[src/hw/rtl/bst_pkg.sv]
`timescale 1ns / 1ps
`default_nettype none
// ----------------------------------------------------------------------------
// Byte stream tokenizer package
// Shared types and constants: token kinds, scan modes, keyword progress,
// character codes and the layout of one result item.
// ----------------------------------------------------------------------------
package bst_pkg;

  // Default size of the source buffer in bytes.
  localparam int unsigned BufferBytesDefault = 65536;

  // Field widths of a result item.
  localparam int unsigned KindW   = 3;
  localparam int unsigned StartW  = 16;
  localparam int unsigned LengthW = 17;
  localparam int unsigned ByteW   = 8;

  // Token kinds as they appear on the output.
  typedef enum logic [KindW-1:0] {
    KIND_END     = 3'd0,
    KIND_PLUS    = 3'd1,
    KIND_EQUALS  = 3'd2,
    KIND_LET     = 3'd3,
    KIND_IF      = 3'd4,
    KIND_INTEGER = 3'd5,
    KIND_IDENT   = 3'd6,
    KIND_INVALID = 3'd7
  } kind_e;

  // What kind of token is open while scanning.
  typedef enum logic [1:0] {
    MODE_IDLE    = 2'd0,
    MODE_KEYWORD = 2'd1,
    MODE_INTEGER = 2'd2,
    MODE_IDENT   = 2'd3
  } mode_e;

  // How much of a keyword has been matched so far.
  typedef enum logic [2:0] {
    KP_NONE = 3'd0,
    KP_L    = 3'd1,
    KP_LE   = 3'd2,
    KP_I    = 3'd3
  } kw_prog_e;

  // Character codes.
  localparam logic [ByteW-1:0] ChPlus   = 8'h2B;
  localparam logic [ByteW-1:0] ChEquals = 8'h3D;
  localparam logic [ByteW-1:0] ChUnder  = 8'h5F;
  localparam logic [ByteW-1:0] ChSpace  = 8'h20;
  localparam logic [ByteW-1:0] ChTab    = 8'h09;
  localparam logic [ByteW-1:0] ChCr     = 8'h0D;
  localparam logic [ByteW-1:0] ChZero   = 8'h30;
  localparam logic [ByteW-1:0] ChNine   = 8'h39;
  localparam logic [ByteW-1:0] ChLowA   = 8'h61;
  localparam logic [ByteW-1:0] ChLowZ   = 8'h7A;
  localparam logic [ByteW-1:0] ChUpA    = 8'h41;
  localparam logic [ByteW-1:0] ChUpZ    = 8'h5A;
  localparam logic [ByteW-1:0] ChLowL   = 8'h6C;
  localparam logic [ByteW-1:0] ChLowE   = 8'h65;
  localparam logic [ByteW-1:0] ChLowT   = 8'h74;
  localparam logic [ByteW-1:0] ChLowI   = 8'h69;
  localparam logic [ByteW-1:0] ChLowF   = 8'h66;

  // One result item.
  typedef struct packed {
    kind_e              kind;
    logic [StartW-1:0]  start;
    logic [LengthW-1:0] length;
    logic [ByteW-1:0]   bad;
    logic               last;
  } token_t;

  // Byte classes.
  function automatic logic is_digit(input logic [ByteW-1:0] c);
    is_digit = (c >= ChZero) && (c <= ChNine);
  endfunction

  function automatic logic is_word(input logic [ByteW-1:0] c);
    is_word = is_digit(c) || ((c >= ChLowA) && (c <= ChLowZ)) ||
              ((c >= ChUpA) && (c <= ChUpZ)) || (c == ChUnder);
  endfunction

  function automatic logic is_space(input logic [ByteW-1:0] c);
    is_space = (c == ChSpace) || ((c >= ChTab) && (c <= ChCr));
  endfunction

endpackage : bst_pkg
`default_nettype wire

[src/hw/rtl/byte_stream_tokenizer_unit.sv]
`timescale 1ns / 1ps
`default_nettype none
// The tokens that an item causes are written into the result queue when it is accepted.
// Throughput: one item per cycle while items cause at most one token each and out_ready_i
// is held high; the result queue drains one token per cycle, so an item causing two or
// three tokens holds off input until the queue has room for three again.
// Reset clears the scan state, the byte position and the result queue.
// ----------------------------------------------------------------------------
// Byte stream tokenizer
// Classifies one source byte per cycle while the result queue has room, updates the
// scan state and pushes the tokens that the byte causes into a four-entry result queue.
// ----------------------------------------------------------------------------
module byte_stream_tokenizer_unit #(
  parameter int unsigned BufferBytes = bst_pkg::BufferBytesDefault
) (
  input  wire logic                         clk_i,
  input  wire logic                         rst_ni,
  input  wire logic                         in_valid_i,
  output logic                              in_ready_o,
  input  wire logic [bst_pkg::ByteW-1:0]    byte_value_i,
  input  wire logic                         is_last_i,
  output logic                              out_valid_o,
  input  wire logic                         out_ready_i,
  output logic [bst_pkg::KindW-1:0]         token_kind_o,
  output logic [bst_pkg::StartW-1:0]        token_start_o,
  output logic [bst_pkg::LengthW-1:0]       token_length_o,
  output logic [bst_pkg::ByteW-1:0]         invalid_byte_o,
  output logic                              last_of_run_o
);

  localparam int unsigned IdxW = $clog2(BufferBytes);
  localparam int unsigned PosW = $clog2(BufferBytes + 1);
  localparam int unsigned LW   = ((IdxW > bst_pkg::LengthW) ? IdxW : bst_pkg::LengthW) + 1;

  // Scan state.
  bst_pkg::mode_e    mode_q, mode_d;
  bst_pkg::kw_prog_e kp_q, kp_d;
  logic [IdxW-1:0]   begin_q, begin_d;
  logic [PosW-1:0]   pos_q, pos_d;

  // Result queue.
  bst_pkg::token_t   fifo_q [4];
  logic [1:0]        wr_ptr_q, rd_ptr_q;
  logic [2:0]        count_q;

  logic              in_acc, out_acc;
  bst_pkg::token_t   cand [4];
  logic [3:0]        cand_v;
  logic [1:0]        cand_off [4];
  logic [2:0]        num_tok;

  assign in_ready_o = (count_q <= 3'd1);
  assign in_acc     = in_valid_i && in_ready_o;
  assign out_valid_o = (count_q != 3'd0);
  assign out_acc    = out_valid_o && out_ready_i;

  // Per-byte classification, state update and token candidates.
  always_comb begin
    logic [bst_pkg::ByteW-1:0] c;
    logic [IdxW-1:0]           idx;
    logic                      used;
    logic [bst_pkg::ByteW-1:0] want;
    logic [LW-1:0]             len_close, len_kw, len_end;
    logic [PosW-1:0]           pos_inc;
    bst_pkg::token_t           blank;

    c   = byte_value_i;
    idx = (pos_q < PosW'(BufferBytes - 1)) ? pos_q[IdxW-1:0] : IdxW'(BufferBytes - 1);
    used = 1'b0;
    blank = '{kind: bst_pkg::KIND_END, start: '0, length: '0, bad: '0, last: 1'b0};
    for (int i = 0; i < 4; i++) begin
      cand[i] = blank;
    end
    cand_v  = 4'b0000;
    mode_d  = mode_q;
    kp_d    = kp_q;
    begin_d = begin_q;

    len_close = LW'(idx) - LW'(begin_q);
    len_kw    = LW'(idx) + LW'(1) - LW'(begin_q);

    case (kp_q)
      bst_pkg::KP_L:  want = bst_pkg::ChLowE;
      bst_pkg::KP_LE: want = bst_pkg::ChLowT;
      default:        want = bst_pkg::ChLowF;
    endcase

    // Continue or close the open token.
    cand[0].start = bst_pkg::StartW'(begin_q);
    unique case (mode_q)
      bst_pkg::MODE_INTEGER: begin
        if (bst_pkg::is_digit(c)) begin
          used = 1'b1;
        end else begin
          cand_v[0]      = 1'b1;
          cand[0].kind   = bst_pkg::KIND_INTEGER;
          cand[0].length = len_close[bst_pkg::LengthW-1:0];
          mode_d = bst_pkg::MODE_IDLE;
          kp_d   = bst_pkg::KP_NONE;
        end
      end
      bst_pkg::MODE_IDENT: begin
        if (bst_pkg::is_word(c)) begin
          used = 1'b1;
        end else begin
          cand_v[0]      = 1'b1;
          cand[0].kind   = bst_pkg::KIND_IDENT;
          cand[0].length = len_close[bst_pkg::LengthW-1:0];
          mode_d = bst_pkg::MODE_IDLE;
          kp_d   = bst_pkg::KP_NONE;
        end
      end
      bst_pkg::MODE_KEYWORD: begin
        if (c == want) begin
          used = 1'b1;
          if (kp_q == bst_pkg::KP_L) begin
            kp_d = bst_pkg::KP_LE;
          end else begin
            cand_v[0]      = 1'b1;
            cand[0].kind   = (kp_q == bst_pkg::KP_LE) ? bst_pkg::KIND_LET : bst_pkg::KIND_IF;
            cand[0].length = len_kw[bst_pkg::LengthW-1:0];
            mode_d = bst_pkg::MODE_IDLE;
            kp_d   = bst_pkg::KP_NONE;
          end
        end else if (bst_pkg::is_word(c)) begin
          used   = 1'b1;
          mode_d = bst_pkg::MODE_IDENT;
          kp_d   = bst_pkg::KP_NONE;
        end else begin
          cand_v[0]      = 1'b1;
          cand[0].kind   = bst_pkg::KIND_IDENT;
          cand[0].length = len_close[bst_pkg::LengthW-1:0];
          mode_d = bst_pkg::MODE_IDLE;
          kp_d   = bst_pkg::KP_NONE;
        end
      end
      default: begin
        mode_d = bst_pkg::MODE_IDLE;
        kp_d   = bst_pkg::KP_NONE;
      end
    endcase

    // A byte not taken by an open token starts a new one.
    cand[1].start  = bst_pkg::StartW'(idx);
    cand[1].length = bst_pkg::LengthW'(1);
    if (!used && !bst_pkg::is_space(c)) begin
      if (c == bst_pkg::ChPlus) begin
        cand_v[1]    = 1'b1;
        cand[1].kind = bst_pkg::KIND_PLUS;
      end else if (c == bst_pkg::ChEquals) begin
        cand_v[1]    = 1'b1;
        cand[1].kind = bst_pkg::KIND_EQUALS;
      end else begin
        begin_d = idx;
        if (c == bst_pkg::ChLowL) begin
          mode_d = bst_pkg::MODE_KEYWORD;
          kp_d   = bst_pkg::KP_L;
        end else if (c == bst_pkg::ChLowI) begin
          mode_d = bst_pkg::MODE_KEYWORD;
          kp_d   = bst_pkg::KP_I;
        end else if (bst_pkg::is_digit(c)) begin
          mode_d = bst_pkg::MODE_INTEGER;
        end else if (bst_pkg::is_word(c)) begin
          mode_d = bst_pkg::MODE_IDENT;
        end else begin
          cand_v[1]    = 1'b1;
          cand[1].kind = bst_pkg::KIND_INVALID;
          cand[1].bad  = c;
        end
      end
    end

    // Byte position saturates at the buffer size.
    pos_inc = pos_q + PosW'(1);
    pos_d   = (pos_q < PosW'(BufferBytes)) ? pos_inc : PosW'(BufferBytes);

    // The last byte closes any open token, emits END and clears the state.
    len_end = LW'(pos_d) - LW'(begin_d);
    cand[2].start  = bst_pkg::StartW'(begin_d);
    cand[2].length = len_end[bst_pkg::LengthW-1:0];
    cand[2].kind   = (mode_d == bst_pkg::MODE_INTEGER) ? bst_pkg::KIND_INTEGER
                                                       : bst_pkg::KIND_IDENT;
    if (is_last_i) begin
      cand_v[2] = (mode_d != bst_pkg::MODE_IDLE);
      cand_v[3] = 1'b1;
      mode_d  = bst_pkg::MODE_IDLE;
      kp_d    = bst_pkg::KP_NONE;
      begin_d = '0;
      pos_d   = '0;
    end

    // Mark the last token of this item.
    if (cand_v[3]) begin
      cand[3].last = 1'b1;
    end else if (cand_v[1]) begin
      cand[1].last = 1'b1;
    end else begin
      cand[0].last = 1'b1;
    end

    // Queue offsets of the candidates that are present.
    cand_off[0] = 2'd0;
    cand_off[1] = 2'(cand_v[0]);
    cand_off[2] = cand_off[1] + 2'(cand_v[1]);
    cand_off[3] = cand_off[2] + 2'(cand_v[2]);
    num_tok = 3'(cand_v[0]) + 3'(cand_v[1]) + 3'(cand_v[2]) + 3'(cand_v[3]);
  end

  // Scan state registers.
  always_ff @(posedge clk_i or negedge rst_ni) begin
    if (!rst_ni) begin
      mode_q  <= bst_pkg::MODE_IDLE;
      kp_q    <= bst_pkg::KP_NONE;
      begin_q <= '0;
      pos_q   <= '0;
    end else if (in_acc) begin
      mode_q  <= mode_d;
      kp_q    <= kp_d;
      begin_q <= begin_d;
      pos_q   <= pos_d;
    end
  end

  // Queue pointers and fill count.
  always_ff @(posedge clk_i or negedge rst_ni) begin
    if (!rst_ni) begin
      wr_ptr_q <= '0;
      rd_ptr_q <= '0;
      count_q  <= '0;
    end else begin
      if (in_acc) begin
        wr_ptr_q <= wr_ptr_q + num_tok[1:0];
      end
      if (out_acc) begin
        rd_ptr_q <= rd_ptr_q + 2'd1;
      end
      count_q <= count_q + (in_acc ? num_tok : 3'd0) - (out_acc ? 3'd1 : 3'd0);
    end
  end

  // Queue storage.
  always_ff @(posedge clk_i) begin
    if (in_acc) begin
      for (int i = 0; i < 4; i++) begin
        if (cand_v[i]) begin
          fifo_q[wr_ptr_q + cand_off[i]] <= cand[i];
        end
      end
    end
  end

  // Output fields from the queue head.
  assign token_kind_o   = fifo_q[rd_ptr_q].kind;
  assign token_start_o  = fifo_q[rd_ptr_q].start;
  assign token_length_o = fifo_q[rd_ptr_q].length;
  assign invalid_byte_o = fifo_q[rd_ptr_q].bad;
  assign last_of_run_o  = fifo_q[rd_ptr_q].last;

endmodule : byte_stream_tokenizer_unit
`default_nettype wire
[config.mk]
export PLATFORM = sky130hd
export DESIGN_NAME = byte_stream_tokenizer_unit
export DESIGN_NICKNAME = d
export VERILOG_FILES = /design/src/hw/rtl/bst_pkg.sv /design/src/hw/rtl/byte_stream_tokenizer_unit.sv
export SDC_FILE = /design/constraint.sdc
export NUM_CORES = 1
export LEC_CHECK = 0
export BUFFER_PORTS_ARGS = -buffer_cell sky130_fd_sc_hd__buf_2
export CAP_MARGIN = 20
export CELL_PAD_IN_SITES_DETAIL_PLACEMENT = 1
export CELL_PAD_IN_SITES_GLOBAL_PLACEMENT = 2
export CORE_MARGIN = 2
export CORE_UTILIZATION = 39
export DETAILED_ROUTE_END_ITERATION = 8
export GPL_ROUTABILITY_DRIVEN = 0
export PLACE_DENSITY = 0.84
export SLEW_MARGIN = 20
export SYNTH_ARGS = -nofsm -noshare
export SYNTH_HDL_FRONTEND = slang
export SYNTH_SLANG_ARGS = --single-unit
[constraint.sdc]
create_clock -name clk_i -period 4.9 [get_ports clk_i]
set_input_delay 0.49 -clock clk_i [delete_from_list [all_inputs] [get_ports clk_i]]
set_output_delay 0.49 -clock clk_i [all_outputs]
set_load 0.02 [all_outputs]
==> summary.md, run 1 <==
| Metric | Value |
|---|---|
| Sequential cell area fraction in the yosys report | 32.2% |
| Area grow syn2layout | 14.5% |
| Core footprint | between 0.03 and 0.04 mm2 |
| CP bufs+invs | 2 |
| Worst Setup End Kind | register |
| Status | finished clean |
| DRC errors left | 0 |
| Detail Route Antenna Nets | 0 |
| Yosys top cell area share | a little under a quarter |
| Clock slew at reported path FFs | about 0.06 ns |
| Synth cell types | slightly above 80 |
| DIE WIDTH | around 200 um |
| Post-layout nets | roughly 1900 |
| Final setup violation count | 0 |
| Post-CTS Setup Bufs | 0 |
| Worst Skew | between 0.03 and 0.04 ns |
| Die area | 0.0396 mm2 |
| Place WS | approximately 0.14 ns |
| Overall routing resource usage | about 31% |
| Internal Pwr Total | about 0.0066 W |
| Final min period | approximately 4.6 ns |
| Startpoint types | register |
| Sequential share of power | about a quarter |
| Hold Slack | between 0.04 and 0.05 ns |
| Max-slew violations | 0 |
| I/O pin total | 60 |
| CP required | 5.36 ns |
| Synth area leaders | dfxtp_1 24%, dfrtp_1 7.6%, mux4_2 6.8%, nand2_1 5.8%, ha_1 5.1% |
| H-Tree Level Count | 1 |
| Drt pass-1 iters | 5 |
| Vias in the first global route | roughly 15000 |
| Crit-path leading delay family | compound AO/OA/AOI/OAI gates |
| CTS Root Cell | clkbuf_16 |
| Hold Buf Count CTS | 0 |
| Power Density | just over 700 mW/mm2 |
| LEAKAGE | ~6.6 nW |
| Sw frac | between 40 and 50% |
| Synthesized area per cell | roughly 8.5 um2 |
| TritonCTS Buffers | 28 |
| Clock share of power | around 17% |
| Post-synth EDFFs | 4 |
| Final hold vios | 0 |
| Arrival time worst endpoint | about 5.1 ns |
| Max_slew headroom | between 20% and 30% |
| Initial Util | about two fifths |
| Ys Warns | 0 |
| Cell Area, Synth | between 0.01 and 0.015 mm2 |
| FP Rows | 71 |
| Cell Area, Placed | about 0.016 mm2 |
| Initial antenna violation count | 0 |
| Slew @ Worst Pin | roughly 1.2 ns |
| Overflow after GRT | 0 |
| Design Area, Final | 0.0170 mm2 |
| Via/cell ratio | 6.32 |
| First-pass GRT wire length | approximately 93 mm |
| Async S/R FF share, synth | between 20% and 30% |
| CP Launch Point | pos_q[6] |
| DR vias | around 15000 |
| Clock buffer depth | 3 |
| RSZ-0062 raised after global routing | false |
| Dominant cell type by area after synthesis | dfxtp_1 |
| Max_cap viols | 0 |
| Largest net degree at the start of global routing | 46 |
| Cell breakdown of the critical path | and4_1, and3_1, and3_1, a21o_2, or2_2, ha_1, inv_1, ha_1, fa_1, a211oi_2, o21ai_1, nand3_1, a311oi_2, o21a_1, o31ai_2, buf_4, nor2_1, o32ai_1 |
| Reg-to-reg startpoint | pos_q[6] |
| Ant diodes | 0 |
| Setup TNS | 0 ns |
| Comb power frac | about 56% |
| Layout cells sized above 1 | 16.6% |
| Main synth FF type | dfxtp_1 |
| Die height | ~200 um |
| CP peak stage delay | between 0.4 and 0.5 ns |
| WL/cell | approximately 26 um |
| Fin crit share | 94.3% |
| Mapped Cells | between 1500 and 2000 |
| Register bit count reported by yosys | 225 |
| Critical-path maximum fanout | 10 |
| Port buffer count | between 50 and 60 |
| Psw | around 0.0055 W |
| Syn_nets | 1837 |
| Filler cell count | between 4000 and 5000 |
| DRT iter0 DRCs | ~1000 |
| Dpl hpwl | 41.4 mm |
| Crit Path Category | register to register |
| Clk sinks | 225 |
| Final worst slack | between 0.2 and 0.3 ns |
| Critical-path top delay cell | dfrtp_1 |
| Routed WL | between 60 and 70 mm |
| Fmax | ~220 MHz |
| Clock Latency Late Sink | 0.58 ns |
| CTS tree | yes |
| Worst VDD drop | roughly 0.32 mV |
| Hold Path Class | input pin to asynchronous set/reset pin |
==> state kept, by name, indices dropped and copies added (netlist names) <==
signal    cells
fifo_q      180
pos_q        17
mode_q        2
begin_q      16
count_q       3
kp_q          3
rd_ptr_q      2
wr_ptr_q      2
==> worst paths after layout <==
kind,slack (ns),to,cells after the start
worst min-delay path,0.05,pos_q[15],2
min in group clk_i,0.24,fifo_q[1][7],3
max in group asynchronous,4.29,rd_ptr_q[0],2
worst min register to register,0.47,fifo_q[3][3],2
worst max-delay path,0.28,fifo_q[1][24],18
worst max register to register,0.28,fifo_q[1][24],18
==> stage by stage <==
stage	utilization (%)	instances	power (W)
after global placement	42.7	2267	0.00971
after global routing	45.2	2319	0.0128
after CTS	45.1	2319	0.0120
after detailed placement	42.7	2267	0.00991
after floorplan	-	1745	0.00760
final	45.2	2319	0.0121
==> repair_timing <==
action,CTS,global route
endpoints found under the hold margin,0,0
gates resized for setup,0,10
endpoints found under the setup margin,0,18
==> power by group through the flow <==
stage / logic (W) / registers, W / clock network (W)
4_1_cts: 0.00672 / 0.00321 / 0.00206
5_1_grt: 0.00737 / 0.00331 / 0.00214
2_1_floorplan: 0.00473 / 0.00287 / 0
3_5_place_dp: 0.00667 / 0.00324 / 0
6_report: 0.00685 / 0.00322 / 0.00204
3_3_place_gp: 0.00651 / 0.00320 / 0
==> cell usage in the layout (no fill, tap or decap), types with 10 or more instances in the layout <==
| master | n |
|---|---|
| nand2_1 | 231 |
| dfxtp_1 | 176 |
| a21oi_1 | 119 |
| nand3_1 | 112 |
| nor2_1 | 100 |
| a211oi_1 | 86 |
| and3_1 | 75 |
| buf_4 | 70 |
| o21ai_0 | 69 |
| ha_1 | 60 |
| buf_2 | 59 |
| mux4_2 | 45 |
| dfrtp_1 | 43 |
| nor3_1 | 41 |
| inv_1 | 38 |
| xnor2_1 | 29 |
| clkbuf_16 | 28 |
| mux2i_1 | 25 |
| xor2_1 | 25 |
| o211ai_1 | 24 |
| or2_2 | 21 |
| o22ai_1 | 21 |
| a22oi_1 | 19 |
| fa_1 | 19 |
| a22o_1 | 18 |
| o21ai_1 | 15 |
| nand4_1 | 14 |
| o32ai_1 | 14 |
| nand2b_1 | 12 |
| o21a_1 | 12 |
| buf_12 | 12 |
| a31oi_1 | 10 |
| or3_1 | 10 |
==> layer usage <==
metal / vias up / track usage (%) / share of wire, %
li1: 6502 / - / -
met1: 7531 / 40.3 / 43
met2: 477 / 51.3 / 47
met3: 154 / 4.09 / 5.4
met4: 0 / 12.3 / 4.1
met5: - / 0 / 0
==> Yosys cell counts (all sizes together), types with 47 or more instances <==
master	number
a211oi	97
and3	75
nor3	47
o21ai	88
ha	60
a21oi	119
nor2	106
clkbuf	65
dfxtp	176
nand3	113
nand2	231
buf	65
==> worst register-to-register path, delay by kind of cell (launching register included) <==
| kind | cells | cell delay (ns) |
|---|---|---|
| adder cells (fa/ha/maj) | 3 | 0.99 |
| flip-flops | 1 | 0.45 |
| AND/OR/NAND/NOR | 6 | 1.26 |
| AO/OA/AOI/OAI | 7 | 1.55 |
| buffers and inverters | 2 | 0.24 |
==> layout make-up <==
class | instances | area (um2) | area share, %
multi-input combinational | 1352 | 9480 | 55.8
sequential | 225 | 4770 | 28.1
timing repair buffer | 141 | 1060 | 6.25
clock buffer | 41 | 790 | 4.65
tap | 511 | 639 | 3.76
inverter | 38 | 143 | 0.840
clock inverter | 11 | 97.6 | 0.575
==> kinds of logic after synthesis <==
logic type               share of synthesized area [%]
AO/OA/AOI/OAI                                     21.8
AND/OR/NAND/NOR                                   21.8
XOR/XNOR                                          3.19
multiplexers                                      8.52
buffers and inverters                             4.94
adder cells (fa/ha/maj)                           7.63
flip-flops                                        32.2
No activity file was read; power rests on OpenSTA's default activity.
==> run 2, diff against run 1 <==
ABC_AREA = 1   (was unset)
CORE_UTILIZATION = 35   (was 39)
PLACE_DENSITY = 0.83   (was 0.84)
==> run 2 against run 1 <==
Compared with the run above: sequential share of layout area fell by 1.1 points; largest power group unchanged; maximum frequency grew 1.4%; via count grew 14%; area after synthesis rose by 5.9%; wire length up 6.0%.
==> summary.md, run 2 <==
| Metric | Value |
|---|---|
| Syn_nets | 2494 (+36%) |
| Most frequent cell after synthesis | nand2_1 |
| Synth area leaders | dfxtp_1 22%, nand2_1 16%, nand3_1 9.5%, dfrtp_1 7.2%, o21ai_0 6.0% |
| Main synth FF type | dfxtp_1 |
| Worst VDD drop | 0.343 mV (+8.8%) |
| Dpl hpwl | 45.4 mm (+9.6%) |
| Detail Route Antenna Nets | 0 (unchanged) |
| Setup TNS | 0 ns (unchanged) |
| Core Util, Final | 40.0% (-5.3 points) |
| Core footprint | 0.0442 mm2 (+18%) |
| Startpoint types | register |
| DRC errors left | 0 (unchanged) |
| Final hold vios | 0 (unchanged) |
| Synth cell types | 59 (-29%) |
| DRT iter0 DRCs | 1095 (+4.7%) |
| Fmax | 219 MHz (+1.4%) |
| Clock slew at reported path FFs | 0.06 ns (about the same) |
| Clock buffer depth | 3 (unchanged) |
| Total placed cells including tap cells | 2993 (+32%) |
| Hold Path Class | input pin to asynchronous set/reset pin |
| Initial antenna violation count | 0 (unchanged) |
| Most common library cells after synthesis | 654 x nand2_1, 298 x nand3_1, 227 x inv_1, 189 x nor2_1, 187 x o21ai_0 |
| Synth Area in Adders | 7.20% (-0.42 points) |
| RSZ-0062 raised after global routing | false |
| CTS tree | yes |
| Async S/R FF share, synth | 20.0% (unchanged) |
| DR vias | 16800 (+14%) |
| Max FFs per register | 180 (unchanged) |
| Max-slew violations | 0 (unchanged) |
| Post-layout nets | 2526 (+35%) |
| Drt pass-1 iters | 5 (unchanged) |
| DIE WIDTH | 216 um (+8.4%) |
| Synthesized-area fraction occupied by and/or/nand/nor cells | 34.3% (+13 points) |
| Largest family of logic cells by synthesized area | simple AND/OR/NAND/NOR gates |
| Routed WL | 64.0 mm (+6.0%) |
| Mux cell area share after synthesis | 0% (-8.5 points) |
| Cell Area, Synth | 0.0157 mm2 (+5.9%) |
| Final min period | 4.56 ns (-0.0631 ns) |
| Reg area | 0.00477 mm2 (about the same) |
| Initial Util | 35.5% (-4.0 points) |
| Crit Path Category | register to register |
| Clk sinks | 225 (unchanged) |
| Commonest non-fill, non-tap cell in the layout | nand2_1 |
| Vias in the first global route | 17300 (+13%) |
| Filler cell count | 5759 (+30%) |
| WL/cell | 21.0 um (-19%) |
| Max_cap viols | 0 (unchanged) |
| Worst Setup End Kind | register |
| Post-route insts no fill | 3048 (+31%) |
| TritonCTS Buffers | 29 (+3.6%) |
| Die height | 216 um (+8.4%) |
| Hold Buf Count CTS | 0 (unchanged) |
| CTS Root Cell | clkbuf_16 |
| Overflow after GRT | 0 (unchanged) |
| Hold Slack | 0.0357 ns (-0.00969 ns) |
| Die area | 0.0466 mm2 (+18%) |
| Layout cells sized above 1 | 11.0% (-5.6 points) |
| Mapped Cells | 2402 (+38%) |
| Dominant cell type by area after synthesis | dfxtp_1 |
| Power Density | 828 mW/mm2 (+16%) |
| FP Rows | 77 (+8.5%) |
| Area fraction in compound gates after synthesis | 16.1% (-5.7 points) |
| Area grow syn2layout | 12.5% |
| Sequential cell area fraction in the yosys report | 30.4% (-1.8 points) |
| Multi-input logic area | 0.00931 mm2 (-1.8%) |
| Critical-path maximum fanout | 23 (+13) |
| Max_slew headroom | 31.8% (+11 points) |
| Status | finished clean |
| LEAKAGE | 8.64 nW (+31%) |
| I/O pin total | 60 (unchanged) |
| Slew @ Worst Pin | 1.01 ns (-0.172 ns) |
| XOR/XNOR Fraction of Synth Area | 1.62% (-1.6 points) |
| First-pass GRT wire length | 99.9 mm (+7.4%) |
| Overall routing resource usage | 27.3% (-3.4 points) |
| Final setup violation count | 0 (unchanged) |
| Yosys top cell area share | 22.4% (-1.3 points) |
| CP required | 5.22 ns (-0.14 ns) |
| Synthesized area per cell | 6.54 um2 (-23%) |
| Register bit count reported by yosys | 225 (unchanged) |
| Ant diodes | 0 (unchanged) |
| Clock Latency Late Sink | 0.58 ns (about the same) |
| Via/cell ratio | 5.50 (-13%) |
| Largest net degree at the start of global routing | 67 (+46%) |
| Fin crit share | 93.1% (-1.3 points) |
| Ys Warns | 0 (unchanged) |
| Post-synth EDFFs | 4 (unchanged) |
| Arrival time worst endpoint | 4.88 ns (-0.20 ns) |
| Worst Skew | 0.0168 ns (-0.0132 ns) |
| Port buffer count | 59 (unchanged) |
| H-Tree Level Count | 1 (unchanged) |
| Commonest non-fill, non-tap cells in the layout | 654 x nand2_1, 298 x nand3_1, 227 x inv_1 |
## run 2: per-stage QoR
stage / area, um2 / setup WS, ns / total power, W
after CTS: 17600 / 0.249 / 0.0146
after global placement: 16600 / 0.144 / 0.0120
final: 17700 / 0.340 / 0.0146
after global routing: 17700 / 0.00539 / 0.0158
after floorplan: 15700 / 1.05 / 0.00923
after detailed placement: 16600 / 0.0600 / 0.0123
## run 2: critical path, cell delays in order, from the launching register on
cell and delay [ns]:
dfrtp_1 0.44, inv_1 0.10, nand3_1 0.17, a21oi_1 0.21, nor2_2 0.08, nand3_2 0.09, nand2_1 0.06, nor2_1 0.17
nand2_4 0.10, nor2_1 0.50, ha_1 0.38, nand2_1 0.08, o21ai_0 0.08, ha_1 0.20, xor2_1 0.18, inv_1 0.12
nand4_4 0.15, nand2_8 0.16, nor2_8 0.06, nor2_8 0.20, inv_2 0.08, nor2_4 0.60, inv_2 0.07
## run 2: repair_timing
item                                    in CTS  in global routing
pin swaps                                    0                  1
resized for setup                            1                  1
buffers inserted                             0                  2
hold endpoints to repair                     0                  0
endpoints found under the setup margin       1                 12
## run 2: layout make-up
| type | count | share of cell area, % |
|---|---|---|
| timing repair buffer | 125 | 4.83 |
| sequential | 225 | 27.0 |
| inverter | 257 | 5.50 |
| tap | 592 | 4.19 |
| clock inverter | 18 | 1.23 |
| multi-input combinational | 1796 | 52.7 |
| clock buffer | 35 | 4.53 |
## run 2: power breakdown
group	leakage [nW]	internal (W)	switching, W
clock	0.488	0.00138	0.000925
combinational	6.08	0.00303	0.00629
sequential	2.07	0.00255	0.000452
## run 2: path summary, 6_finish.rpt
check,start,end,slack (ns),cells after the start
worst min-delay path,rst_ni,rd_ptr_q[0],0.04,2
max in group asynchronous,rst_ni,begin_q[4],4.36,2
worst min register to register,fifo_q[2][5],fifo_q[2][5],0.44,2
min in group clk_i,byte_value_i[7],fifo_q[0][8],0.21,3
worst max-delay path,kp_q[0],fifo_q[0][0],0.34,22
worst max register to register,kp_q[0],fifo_q[0][0],0.34,22
## run 2: per-layer routing
metal  GRT usage (%)  part of all wire [%]  vias to the layer above
li1                -                     -                     7942
met1            36.6                    45                     8303
met2            46.2                    47                      437
met3            3.47                   5.6                       96
met4            7.47                   2.5                        0
met5               0                     0                        -
## run 2: kinds of logic after synthesis
kind of cell | count (synthesis)
AND/OR/NAND/NOR | 1230
buffers and inverters | 381
XOR/XNOR | 29
adder cells (fa/ha/maj) | 79
AO/OA/AOI/OAI | 458
flip-flops | 225
==> run 3, diff against run 2 <==
CAP_MARGIN = 0   (was 20)
PLACE_DENSITY = 0.84   (was 0.83)
REMOVE_ABC_BUFFERS = 1   (was unset)
==> run 3 against run 2 <==
Compared with the run above: sequential share of layout area down 0.063 points; critical endpoint is now fifo_q[1][23]; critical path depth up 5; clock-buffer cell count up 9; die area unchanged; final cell count up 0.23%; sequential cell count unchanged; maximum frequency up 0.76%; total power up 0.70%; worst hold slack better by 0.017 ns; via count up 0.44%; sequential power about the same; clock skew down 0.0014 ns.
==> summary.md, run 3 (synthesis results as in run 2) <==
| Metric | Value |
|---|---|
| Power Density | 832 mW/mm2 (+0.47%) |
| Core Util, Final | 40.0% (+0.093 points) |
| DIE WIDTH | 216 um (unchanged) |
| Final setup violation count | 0 (unchanged) |
| RSZ-0062 raised after global routing | false |
| Final hold vios | 0 (unchanged) |
| Overall routing resource usage | 28.0% (+0.71 points) |
| I/O pin total | 60 (unchanged) |
| Final min period | 4.53 ns (-0.0344 ns) |
| Drt pass-1 iters | 5 (unchanged) |
| CP bufs+invs | 4 (unchanged) |
| WL/cell | 21.5 um (+2.6%) |
| Vias in the first global route | 17600 (+1.6%) |
| Critical-path maximum fanout | 17 (-26%) |
| Status | finished clean |
| CTS tree | yes |
| Commonest non-fill, non-tap cells in the layout | 654 x nand2_1, 297 x nand3_1, 227 x inv_1 |
| Clock buffer depth | 3 (unchanged) |
| Worst reg2reg setup slack | 0.37 ns (+0.03 ns) |
| First-pass GRT wire length | 102 mm (+2.1%) |
| DRT iter0 DRCs | 1108 (+1.2%) |
| Clock Latency Late Sink | 0.58 ns (about the same) |
| Initial antenna violation count | 1 (+1) |
| Clk sinks | 225 (unchanged) |
| Die height | 216 um (unchanged) |
| Layout cells sized above 1 | 11.2% (+0.21 points) |
| Max_slew headroom | 38.0% (+6.3 points) |
| Routed WL | 65.8 mm (+2.8%) |
| Ant diodes | 0 (unchanged) |
| Worst VDD drop | 0.340 mV (-0.98%) |
| Setup TNS | 0 ns (unchanged) |
| Via/cell ratio | 5.52 (+0.20%) |
| Post-route insts no fill | 3055 (+0.23%) |
| Post-layout nets | 2532 (+0.24%) |
| Area grow syn2layout | 12.8% |
| Core footprint | 0.0442 mm2 (unchanged) |
| TritonCTS Buffers | 30 (+3.4%) |
| Overflow after GRT | 0 (unchanged) |
| H-Tree Level Count | 1 (unchanged) |
| Max FFs per register | 180 (unchanged) |
| Port buffer count | 59 (unchanged) |
| Worst Skew | 0.0154 ns (-0.00140 ns) |
| Arrival time worst endpoint | 5.05 ns (+0.17 ns) |
| FP Rows | 77 (unchanged) |
| Post-CTS Setup Bufs | 0 (unchanged) |
| Worst Setup End Kind | register |
| CP required | 5.42 ns (+0.20 ns) |
| LEAKAGE | 8.69 nW (+0.66%) |
| Startpoint types | register |
| Detail Route Antenna Nets | 0 (unchanged) |
| Reg-to-reg endpoint | fifo_q[1][23] |
| Fin crit share | 92.4% (-0.70 points) |
| Crit Path Category | register to register |
| CTS Root Cell | clkbuf_16 |
| Total placed cells including tap cells | 3000 (+0.23%) |
| Commonest non-fill, non-tap cell in the layout | nand2_1 |
| Die area | 0.0466 mm2 (unchanged) |
| Worst path most repeated cell | nand2_1 |
| Register-to-Register Path Depth | 27 (+23%) |
| DRC errors left | 0 (unchanged) |
| Fmax | 221 MHz (+0.76%) |
| Max-slew violations | 0 (unchanged) |
| Filler cell count | 5756 (-0.052%) |
| Reg-to-reg startpoint | kp_q[1] |
| Largest net degree at the start of global routing | 60 (-10%) |
| DR vias | 16900 (+0.44%) |
| Crit-path leading delay family | simple AND/OR/NAND/NOR gates |
| Hold Path Class | input pin to asynchronous set/reset pin |
| Initial Util | 35.5% (unchanged) |
| Slew @ Worst Pin | 0.920 ns (-0.0928 ns) |
| Clock slew at reported path FFs | 0.06 ns (about the same) |
| Dpl hpwl | 47.2 mm (+3.9%) |
| Max_cap viols | 0 (unchanged) |
| CP peak stage delay | 0.44 ns (-0.16 ns) |
| Critical-path top delay cell | a21oi_1 |
-- run 3: cell type report --
class	instances	area (um2)	share of cell area, %
multi-input combinational	1796	9320	52.6
sequential	225	4770	26.9
inverter	257	972	5.49
clock buffer	44	906	5.12
timing repair buffer	130	891	5.03
tap	592	741	4.18
clock inverter	11	106	0.601
-- run 3: worst max path at each step --
stage                    startpoint             to  slack [ns]  cells past startpoint
floorplan           byte_value_i[7]  fifo_q[0][20]        0.15                     20
global placement    byte_value_i[1]  fifo_q[0][20]        0.13                     27
CTS                       mode_q[0]  fifo_q[1][22]        0.20                     27
finish                      kp_q[1]  fifo_q[1][23]        0.37                     27
global route                kp_q[1]  fifo_q[1][22]       0.002                     28
detailed placement  byte_value_i[7]  fifo_q[0][22]        0.06                     31
-- run 3: metal layers --
| layer | global-route usage [%] | up-vias | wire length, um |
|---|---|---|---|
| met5 | 0 | - | 7 |
| met4 | 11.3 | 2 | 2690 |
| met3 | 3.33 | 130 | 3530 |
| met2 | 47.7 | 465 | 30600 |
| met1 | 36.1 | 8323 | 28900 |
| li1 | - | 7931 | - |
-- run 3: metrics by stage --
stage / worst slack (ns) / hold slack, ns / total power [W] / area (um2)
6_report: 0.375 / 0.0530 / 0.0147 / 17700
5_1_grt: 0.00190 / 0.0895 / 0.0159 / 17700
4_1_cts: 0.196 / 0.0455 / 0.0147 / 17700
3_5_place_dp: 0.0585 / 0.432 / 0.0123 / 16700
3_3_place_gp: 0.127 / 0.423 / 0.0121 / 16700
2_1_floorplan: 0.147 / 0.194 / 0.00906 / 15000
-- run 3: power breakdown --
part | switching, W | leakage, nW | total, W | internal, W
sequential | 0.000480 | 2.07 | 0.00303 | 0.00255
combinational | 0.00636 | 6.11 | 0.00941 | 0.00305
clock | 0.000921 | 0.509 | 0.00230 | 0.00138
total | 0.00776 | 8.69 | 0.0147 | 0.00697
-- run 3: repair_timing --
action                                 CTS  global route
hold buffers                             0             0
endpoints found under the hold margin    0             0
resized for setup                        0             9
setup endpoints to repair                0            27
-- run 3: worst register-to-register path, cell delays in order (launching register included) --
cell	delay [ns]
dfrtp_1	0.42
nor2_1	0.22
nand3_1	0.11
nand3_1	0.11
nor2_2	0.07
nand3_2	0.09
nand2_1	0.06
nor2_1	0.17
nand2_4	0.10
inv_4	0.10
nand3_2	0.21
buf_4	0.29
o21ai_0	0.18
inv_1	0.13
ha_1	0.41
a21oi_1	0.23
o21ai_0	0.16
a21oi_1	0.14
nand2_1	0.08
nand2_1	0.09
nand2_1	0.07
a21oi_1	0.18
o21ai_0	0.11
a21oi_1	0.44
nand2_1	0.11
nand3_1	0.10
nand2_1	0.05
inv_1	0.07
